File: config.mk
export PLATFORM = sky130hd
export DESIGN_NAME = mdpt_dist
export DESIGN_NICKNAME = d
export VERILOG_FILES = /design/src/design/min_distance_point_thinning_macros.svh /design/src/design/mdpt_pkg.sv /design/src/design/mdpt_dist.sv
export SDC_FILE = /design/constraint.sdc
export NUM_CORES = 1
export LEC_CHECK = 0
export BUFFER_PORTS_ARGS = -buffer_cell sky130_fd_sc_hd__buf_2
export CORE_ASPECT_RATIO = 1.4
export CORE_MARGIN = 1.5
export CORE_UTILIZATION = 35
export DETAILED_ROUTE_END_ITERATION = 12
export PLACE_DENSITY = 0.49
export SLEW_MARGIN = 20
export SYNTH_ARGS = -nofsm -noshare
export SYNTH_HDL_FRONTEND = slang
export SYNTH_SLANG_ARGS = --single-unit
File: constraint.sdc
create_clock -name clk_i -period 10.3 [get_ports clk_i]
set_input_delay 1.03 -clock clk_i [delete_from_list [all_inputs] [get_ports clk_i]]
set_output_delay 1.03 -clock clk_i [all_outputs]
set_load 0.02 [all_outputs]
File: src/design/min_distance_point_thinning_macros.svh
// Assertion macros shared by the point thinning block.
`ifndef MIN_DISTANCE_POINT_THINNING_MACROS_SVH
`define MIN_DISTANCE_POINT_THINNING_MACROS_SVH

// The consequence must hold in the same cycle as the condition.
`define MDPT_ASSERT_SAME(lbl, cond, cons, msg) \
  lbl: assert property (@(posedge clk_i) disable iff (!rst_ni) (cond) |-> (cons)) \
    else $error(msg);

// The consequence sequence starts in the cycle after the condition.
`define MDPT_ASSERT_NEXT(lbl, cond, cons, msg) \
  lbl: assert property (@(posedge clk_i) disable iff (!rst_ni) (cond) |=> cons) \
    else $error(msg);

`endif

File: src/design/mdpt_pkg.sv
`timescale 1ns / 1ps

package mdpt_pkg;

  localparam int COORD_W     = 12;
  localparam int DIM_W       = 13;
  localparam int LIMIT_W     = 26;
  localparam int COUNT_OUT_W = 11;
  localparam int CFG_IDX_W   = 2;
  localparam int CFG_DATA_W  = 26;
  localparam int SQ_W        = 2 * COORD_W;
  localparam int ENTRY_W     = 2 * COORD_W;

  typedef enum logic {
    CMD_START = 1'b0,
    CMD_OFFER = 1'b1
  } cmd_e;

  typedef enum logic [2:0] {
    STAT_KEPT   = 3'd0,
    STAT_CLOSE  = 3'd1,
    STAT_CORNER = 3'd2,
    STAT_FULL   = 3'd3,
    STAT_START  = 3'd4
  } status_e;

  typedef enum logic [1:0] {
    ST_IDLE,
    ST_SEED,
    ST_SCAN,
    ST_DRAIN
  } state_e;

  localparam logic [CFG_IDX_W-1:0] CFG_IMAGE_WIDTH  = 2'd0;
  localparam logic [CFG_IDX_W-1:0] CFG_IMAGE_HEIGHT = 2'd1;
  localparam logic [CFG_IDX_W-1:0] CFG_MIN_DIST_SQ  = 2'd2;

  localparam logic [DIM_W-1:0]   RST_IMAGE_WIDTH  = 13'd640;
  localparam logic [DIM_W-1:0]   RST_IMAGE_HEIGHT = 13'd480;
  localparam logic [LIMIT_W-1:0] RST_MIN_DIST_SQ  = 26'd100;

  typedef struct packed {
    logic [COORD_W-1:0] x;
    logic [COORD_W-1:0] y;
  } point_t;

  typedef struct packed {
    cmd_e               command;
    logic [COORD_W-1:0] point_x;
    logic [COORD_W-1:0] point_y;
  } in_t;

  typedef struct packed {
    status_e                status;
    logic [COUNT_OUT_W-1:0] kept_count;
  } out_t;

  typedef struct packed {
    logic pending;
    logic close;
  } dist_stat_t;

endpackage

File: src/design/mdpt_dist.sv
`timescale 1ns / 1ps

module mdpt_dist (
  input  logic                           clk_i,
  input  logic                           rst_ni,
  input  logic                           clear_i,
  input  logic                           vld_i,
  input  mdpt_pkg::point_t               entry_i,
  input  mdpt_pkg::point_t               pt_i,
  input  logic [mdpt_pkg::LIMIT_W-1:0]   limit_i,
  output mdpt_pkg::dist_stat_t           stat_o
);

  import mdpt_pkg::*;

  logic [COORD_W-1:0] dx, dy;
  logic [SQ_W-1:0]    sqx_d, sqy_d, sqx_q, sqy_q;
  logic [SQ_W:0]      sum;
  logic               sq_vld_q, close_q, close_d;

  always_comb begin
    dx    = (entry_i.x > pt_i.x) ? entry_i.x - pt_i.x : pt_i.x - entry_i.x;
    dy    = (entry_i.y > pt_i.y) ? entry_i.y - pt_i.y : pt_i.y - entry_i.y;
    sqx_d = SQ_W'(dx) * SQ_W'(dx);
    sqy_d = SQ_W'(dy) * SQ_W'(dy);
  end

  always_comb begin
    sum     = {1'b0, sqx_q} + {1'b0, sqy_q};
    close_d = close_q;
    if (clear_i) begin
      close_d = 1'b0;
    end else if (sq_vld_q && (LIMIT_W'(sum) < limit_i)) begin
      close_d = 1'b1;
    end
  end

  always_ff @(posedge clk_i or negedge rst_ni) begin
    if (!rst_ni) begin
      sq_vld_q <= 1'b0;
      close_q  <= 1'b0;
    end else begin
      sq_vld_q <= vld_i;
      close_q  <= close_d;
    end
  end

  always_ff @(posedge clk_i) begin
    if (vld_i) begin
      sqx_q <= sqx_d;
      sqy_q <= sqy_d;
    end
  end

  assign stat_o.pending = sq_vld_q;
  assign stat_o.close   = close_q;

endmodule
==> metrics.log, run 1 <==
INFO  metric finish.cell_count_without_fillers = 1990
INFO  metric syn-instance-count = ~1400
INFO  metric r2r_start = sqx_q[3]$_DFFE_PP_
INFO  metric dieHeight = 227.9 um
INFO  metric cp.arrival = ~9000 ps
INFO  metric worst_ep_required_time = approximately 10000 ps
INFO  metric timing.critical_path.fanout_max = 9
INFO  metric postCtsResizedCells = 0
INFO  metric worst-setup-path-type = in2reg
INFO  metric max_clock_freq = 111.7 MHz
INFO  metric num_vias = 9355
INFO  metric area_delta_synth_final = 8.907%
INFO  metric gr-usage-all-layers = approximately 15%
INFO  metric place.detailed.instances = just under 2000
INFO  metric worst_hold_path_type = in2async
INFO  metric yosysWarningCount = 0
INFO  metric tritoncts = done
INFO  metric initial_antenna_violation_count = 0
INFO  metric setup.worst_path.end_class = register
INFO  metric mostFrequentLayoutCell = inv_1
INFO  metric totalWireLength = between 20000 and 30000 um
INFO  metric floorplan.initialDensity = between 30% and 40%
INFO  metric gpl.final_weighted_congestion = between 0.8 and 0.9
INFO  metric timing.setup.tns = 0 ps
INFO  metric clock_latency = about 300 ps
INFO  metric maximum_clock_path_buffer_count = 2
INFO  metric postSynthNetCount = 1892
INFO  metric post-route-drc-count = 0
INFO  metric postCtsSetupRepairBufs = 0
INFO  metric delay_of_the_slowest_cell_on_the_worst_path = ~600 ps
INFO  metric asyncSetResetFlopFracSynth = ~4.2%
INFO  metric worst_setup_path_startpoint = entry_i[5]
INFO  metric rsz0062_at_grt = no
INFO  metric critical_path.startpoint_type = primary input
INFO  metric cts_buffers = 5
INFO  metric setup_violations = 0
INFO  metric die_width = ~160 um
INFO  metric nNetsFinal = just under 2000
INFO  metric detailed_place_hpwl = roughly 24000 um
INFO  metric grt_pass1_wl = 46350 um
INFO  metric cts-root-buf = clkbuf_16
INFO  metric drtIter0Drc = about 270
INFO  metric critical-path-slowest-cell = a211oi_1
INFO  metric count_of_buffers_from_port_buffering = 79
INFO  metric cts-htree-levels = 2
INFO  metric synth_flop_cell = edfxtp_1
INFO  metric cts.sinks = between 40 and 50
INFO  metric drt-wirelength-per-cell = between 10 and 15 um
INFO  metric timing.slew.headroom = roughly 34%
INFO  metric drt_pre_antenna_iters = 4
INFO  metric max_cap_violations = 0
INFO  metric layout-drive-gt1-share = 10.41%
INFO  metric finalCriticalPeriod = 8952 ps
INFO  metric worst_clock_skew = 3.401 ps
INFO  metric final-max-slew-violation-count = 0
INFO  metric ffs_latches_synth = 48
INFO  metric finalCritPeriodShare = 86.91%
INFO  metric report.final.hold_viol_count = 0
INFO  metric area_of_the_placeable_core = ~36000 um^2
INFO  metric synth-edff-count = 46
INFO  metric run_status = complete, no violations
INFO  metric critical_path.most_common_cell = fa_1
INFO  metric cts.clk_slew.worst_paths = 60 ps
INFO  metric number_of_nets_still_failing_antenna_checks_after_routing = 0
INFO  metric avgSynthCellArea = between 8 and 9 um^2
INFO  metric grt_start_max_net_pins = between 40 and 50
INFO  metric holdBufCountCts = 0
INFO  metric grt_remaining_overflow = 0
INFO  metric synthesis.area = around 13000 um^2
INFO  metric routed_via_density = about 4.7
INFO  metric layout.cells.most_common_list = inv_1, ha_1, fa_1
INFO  metric synth_seq_area_share = a little under an eighth
INFO  metric tightestPinTransition = about 960 ps
INFO  metric die_area = 37290 um^2
INFO  metric diodes = 0
INFO  metric vias_in_the_first_global_route = between 10000 and 15000
INFO  metric ioPinCount = 80
INFO  metric placement_rows = 82
INFO  metric post_synth_num_cell_types = 73
## per-stage QoR
step	hold slack (ps)	setup slack [ps]	utilization, %	instance area (um^2)
2_1_floorplan	519.7	2131	-	12640
3_5_place_dp	562.0	1011	38.18	13630
6_report	509.3	1348	38.56	13770
3_3_place_gp	546.5	1041	38.18	13630
5_1_grt	492.7	796.3	38.56	13770
4_1_cts	495.5	1328	38.56	13770
## worst paths after layout
check                                       to  slack [ps]  cells past startpoint
max                        sqy_q[23]$_DFFE_PP_        1350                     30
min                        close_q$_DFFE_PN0P_         510                      1
max reg2reg                close_q$_DFFE_PN0P_        6070                     19
min reg2reg                close_q$_DFFE_PN0P_         560                      2
max in group asynchronous   sq_vld_q$_DFF_PN0_        9690                      1
min in group clk_i         close_q$_DFFE_PN0P_         560                      2
## cell type report
cell class	count	area, um^2
flip-flops and latches	48	1431
clock inverters	1	5.005
inverters	354	1334
multi-input cells	1017	9727
clock buffers	7	132.6
well taps	462	578.1
repair buffers	101	560.5
fillers	3743	21940
## worst max-delay path: cells and delay by family
family	cells	cell delay, ps
buffers and inverters	6	500
xor gates and xnor gates	2	610
adders and majority gates	7	3250
AOI/OAI and AO/OA	9	2000
and+or+nand+nor	6	1600
## cell usage after synthesis (3+ instances only)
master	n	share of area [%]
buf_4	6	0.36
a211oi_1	7	0.42
a2111oi_0	3	0.21
a21oi_1	72	2.9
o21a_1	18	1.1
nor4_1	3	0.15
nand3_1	10	0.40
or2_2	16	0.79
inv_1	341	10
buf_2	12	0.48
clkbuf_1	7	0.21
or2_1	3	0.15
edfxtp_1	46	11
a21boi_0	4	0.24
nand2_1	59	1.8
a21o_1	37	2.2
mux2i_1	6	0.48
o21ai_0	41	1.6
nor3_1	14	0.55
o31ai_1	6	0.36
or3_1	4	0.20
and3_1	4	0.20
nor2b_1	17	0.84
ha_1	203	20
nand2b_1	22	1.1
a31oi_1	5	0.25
o21ai_1	3	0.12
xnor2_1	55	3.8
inv_2	12	0.36
a31o_2	3	0.21
and2_1	4	0.20
nor2_1	150	4.5
xor2_1	17	1.2
fa_1	165	26
o21bai_1	10	0.59
nand4_1	7	0.35
mux2_2	6	0.53
## cell families after synthesis
group	Yosys count	share of synthesized area, %
buffers and inverters	381	11.80
adders and majority gates	368	46.22
and+or+nand+nor	326	12.01
AOI/OAI and AO/OA	234	12.05
xor gates and xnor gates	76	5.503
DFF	48	11.32
muxes	13	1.099
## routing by layer
metal / vias to the layer above / part of all wire, % / track usage (%)
met5: - / 0 / 0
met2: 119 / 57 / 31.10
met1: 4455 / 39 / 16.32
li1: 4747 / - / -
met4: 0 / 2.8 / 5.114
met3: 34 / 1.4 / 0.6909
## registers in the layout, indices dropped and copies added, names as in the netlist
register	flops
sq_vld_q	1
sqx_q	23
close_q	1
sqy_q	23
Power of run 1 is left out: the tool's default activity adds up to more than one toggle a clock period on the data nets, which glitch-free logic cannot reach.
==> run 2, diff against run 1 <==
--- a/config.mk
+++ b/config.mk
@@ -10,5 +10,5 @@
 export CORE_MARGIN = 1.5
-export CORE_UTILIZATION = 35
+export CORE_UTILIZATION = 25
 export DETAILED_ROUTE_END_ITERATION = 12
-export PLACE_DENSITY = 0.49
+export PLACE_DENSITY = 0.38
 export SLEW_MARGIN = 20
--- a/constraint.sdc
+++ b/constraint.sdc
@@ -3,2 +3,2 @@
 set_output_delay 1.03 -clock clk_i [all_outputs]
-set_load 0.02 [all_outputs]
+set_load 0.05 [all_outputs]
==> run 2 against run 1 <==
  * Cell count rose by 9.0%
  * Register-to-register slack got worse by 40 ps
  * Clock skew is 4.5 ps higher
  * Worst hold slack better by 1.6 ps
  * Critical path type unchanged
  * First-iteration DRC count shrank 18%
  * Critical endpoint unchanged
  * Maximum frequency decreased by 3.4%
  * Critical path depth is the same
  * Flip-flop and latch count unchanged
  * Utilization decreased by 11 points
  * Clock-buffer cell count shrank 1
==> metrics.log, run 2 (synthesis results as in run 1) <==
INFO  metric drt-wirelength-per-cell = 13.88 um (+1.8%)
INFO  metric max_cap_violations = 0 (unchanged)
INFO  metric timing.setup.tns = 0 ps (unchanged)
INFO  metric largestRegisters = sqx_q (23), sqy_q (23)
INFO  metric final-max-slew-violation-count = 0 (unchanged)
INFO  metric critical_path.startpoint_type = primary input
INFO  metric detailed_place_hpwl = 26900 um (+12%)
INFO  metric grt_remaining_overflow = 0 (unchanged)
INFO  metric grtUsageMet1 = 12.83% (-3.5 points)
INFO  metric cts-htree-levels = 2 (unchanged)
INFO  metric area_delta_synth_final = 10.91%
INFO  metric report.final.hold_viol_count = 0 (unchanged)
INFO  metric setup.worst_path.end_class = register
INFO  metric cp.arrival = 9310 ps (+320 ps)
INFO  metric cts.clk_slew.worst_paths = 60 ps (about the same)
INFO  metric area_of_the_placeable_core = 50000 um^2 (+40%)
INFO  metric routed_via_density = 4.342 (-7.6%)
INFO  metric finalCriticalPeriod = 9268 ps (+316.8 ps)
INFO  metric post-route-drc-count = 0 (unchanged)
INFO  metric run_status = complete, no violations
INFO  metric layout.cells.most_common_list = inv_1, ha_1, fa_1
INFO  metric worst_ep_required_time = 10340 ps (about the same)
INFO  metric cts_buffers = 5 (unchanged)
INFO  metric r2r_cells = 19 (unchanged)
INFO  metric finalCritPeriodShare = 89.98% (+3.1 points)
INFO  metric tightestPinTransition = 1066 ps (+102.9 ps)
INFO  metric gpl.final_weighted_congestion = 0.8223 (-3.9%)
INFO  metric clock_latency = 300 ps (about the same)
INFO  metric maximum_clock_path_buffer_count = 2 (unchanged)
INFO  metric crit_cells = 30 (unchanged)
INFO  metric critical-path-slowest-cell = xnor2_1
INFO  metric ioPinCount = 80 (unchanged)
INFO  metric cts.sinks = 48 (unchanged)
INFO  metric gr_busiest_metal = met2
INFO  metric global_route.usage.met2 = 25.38% (-5.7 points)
INFO  metric multi_input_comb_area = 9734 um^2 (about the same)
INFO  metric totalWireLength = 30120 um (+11%)
INFO  metric sequential_cell_area = 1431 um^2 (unchanged)
INFO  metric mostFrequentLayoutCell = inv_1
INFO  metric postCtsResizedCells = 0 (unchanged)
INFO  metric delay_of_the_slowest_cell_on_the_worst_path = 840 ps (+240 ps)
INFO  metric dieHeight = 269.1 um (+18%)
INFO  metric max_clock_freq = 107.9 MHz (-3.4%)
INFO  metric layout-drive-gt1-share = 10.48% (+0.072 points)
INFO  metric rsz0062_at_grt = no
INFO  metric r2r_slack = 6030 ps (-40 ps)
INFO  metric initial_antenna_violation_count = 0 (unchanged)
INFO  metric tritoncts = done
INFO  metric gr-usage-all-layers = 12.12% (-3.2 points)
INFO  metric die_area = 51950 um^2 (+39%)
INFO  metric critical_path.n_buffers_inverters = 6 (unchanged)
INFO  metric worst_hold_path_type = in2async
INFO  metric count_of_buffers_from_port_buffering = 79 (unchanged)
INFO  metric die_width = 193.1 um (+18%)
INFO  metric placement_rows = 97 (+18%)
INFO  metric timing.critical_path.fanout_max = 11 (+2)
INFO  metric number_of_nets_still_failing_antenna_checks_after_routing = 0 (unchanged)
INFO  metric postCtsSetupRepairBufs = 0 (unchanged)
INFO  metric grt_pass1_wl = 50100 um (+8.1%)
INFO  metric timing.slew.headroom = 28.40% (-5.7 points)
INFO  metric drtIter0Drc = 220 (-18%)
INFO  metric critical-path-top-delay-family = adder cells
INFO  metric critical_path.most_common_cell = fa_1
INFO  metric holdBufCountCts = 0 (unchanged)
INFO  metric n_fill_cell = 5466 (+46%)
INFO  metric num_vias = 9422 (+0.72%)
INFO  metric diodes = 0 (unchanged)
INFO  metric grt.met3_usage = 0.3644% (-0.33 points)
INFO  metric vias_in_the_first_global_route = 10120 (+0.62%)
INFO  metric worst_clock_skew = 7.942 ps (+4.541 ps)
INFO  metric grt_start_max_net_pins = 48 (unchanged)
INFO  metric floorplan.initialDensity = 25.28% (-10 points)
INFO  metric nNetsFinal = 1972 (-0.051%)
INFO  metric cts-root-buf = clkbuf_16
INFO  metric drt_pre_antenna_iters = 4 (unchanged)
INFO  metric setup_violations = 0 (unchanged)
INFO  metric worst-setup-path-type = in2reg
[run 2: cell types whose count changed in the layout (fill, tap and decap cells not counted)]
cell,delta
buf_4,-1
clkbuf_1,-1
bufinv_16,+1
xnor2_2,+1
xnor2_1,-1
[run 2: final cells by class]
class                   count  share of cell area (%)
repair buffers            100                   3.944
clock inverters             2                  0.2499
multi-input cells        1017                   69.43
clock buffers               6                  0.9192
inverters                 354                   9.513
well taps                 643                   5.738
flip-flops and latches     48                   10.21
[run 2: per-stage QoR]
step | instances | util (%) | setup slack [ps] | cell area, um^2 | hold WS [ps]
CTS | 2170 | 28.03 | 812.6 | 14010 | 494.3
global route | 2170 | 28.04 | 290.7 | 14020 | 495.1
floorplan | 1446 | - | 2131 | 12640 | 519.7
global placement | 2162 | 27.70 | 541.9 | 13850 | 546.7
detailed placement | 2162 | 27.70 | 501.6 | 13850 | 548.3
finish | 2170 | 28.04 | 1032 | 14020 | 510.9
[run 2: worst paths after layout]
kind | from | endpoint
hold / removal | rst_ni | sq_vld_q$_DFF_PN0_
setup / recovery | entry_i[0] | sqy_q[23]$_DFFE_PP_
max in group asynchronous | rst_ni | close_q$_DFFE_PN0P_
hold reg to reg | close_q$_DFFE_PN0P_ | close_q$_DFFE_PN0P_
min in group clk_i | close_q$_DFFE_PN0P_ | close_q$_DFFE_PN0P_
setup reg to reg | sqx_q[3]$_DFFE_PP_ | close_q$_DFFE_PN0P_
[run 2: per-layer routing]
layer | share of wire, % | vias up | wire length, um
li1 | - | 4751 | -
met2 | 59 | 96 | 17630
met5 | 0 | - | 0
met1 | 39 | 4552 | 11610
met4 | 1.8 | 0 | 553
met3 | 1.1 | 23 | 329
Power of run 2 is left out for the same reason.
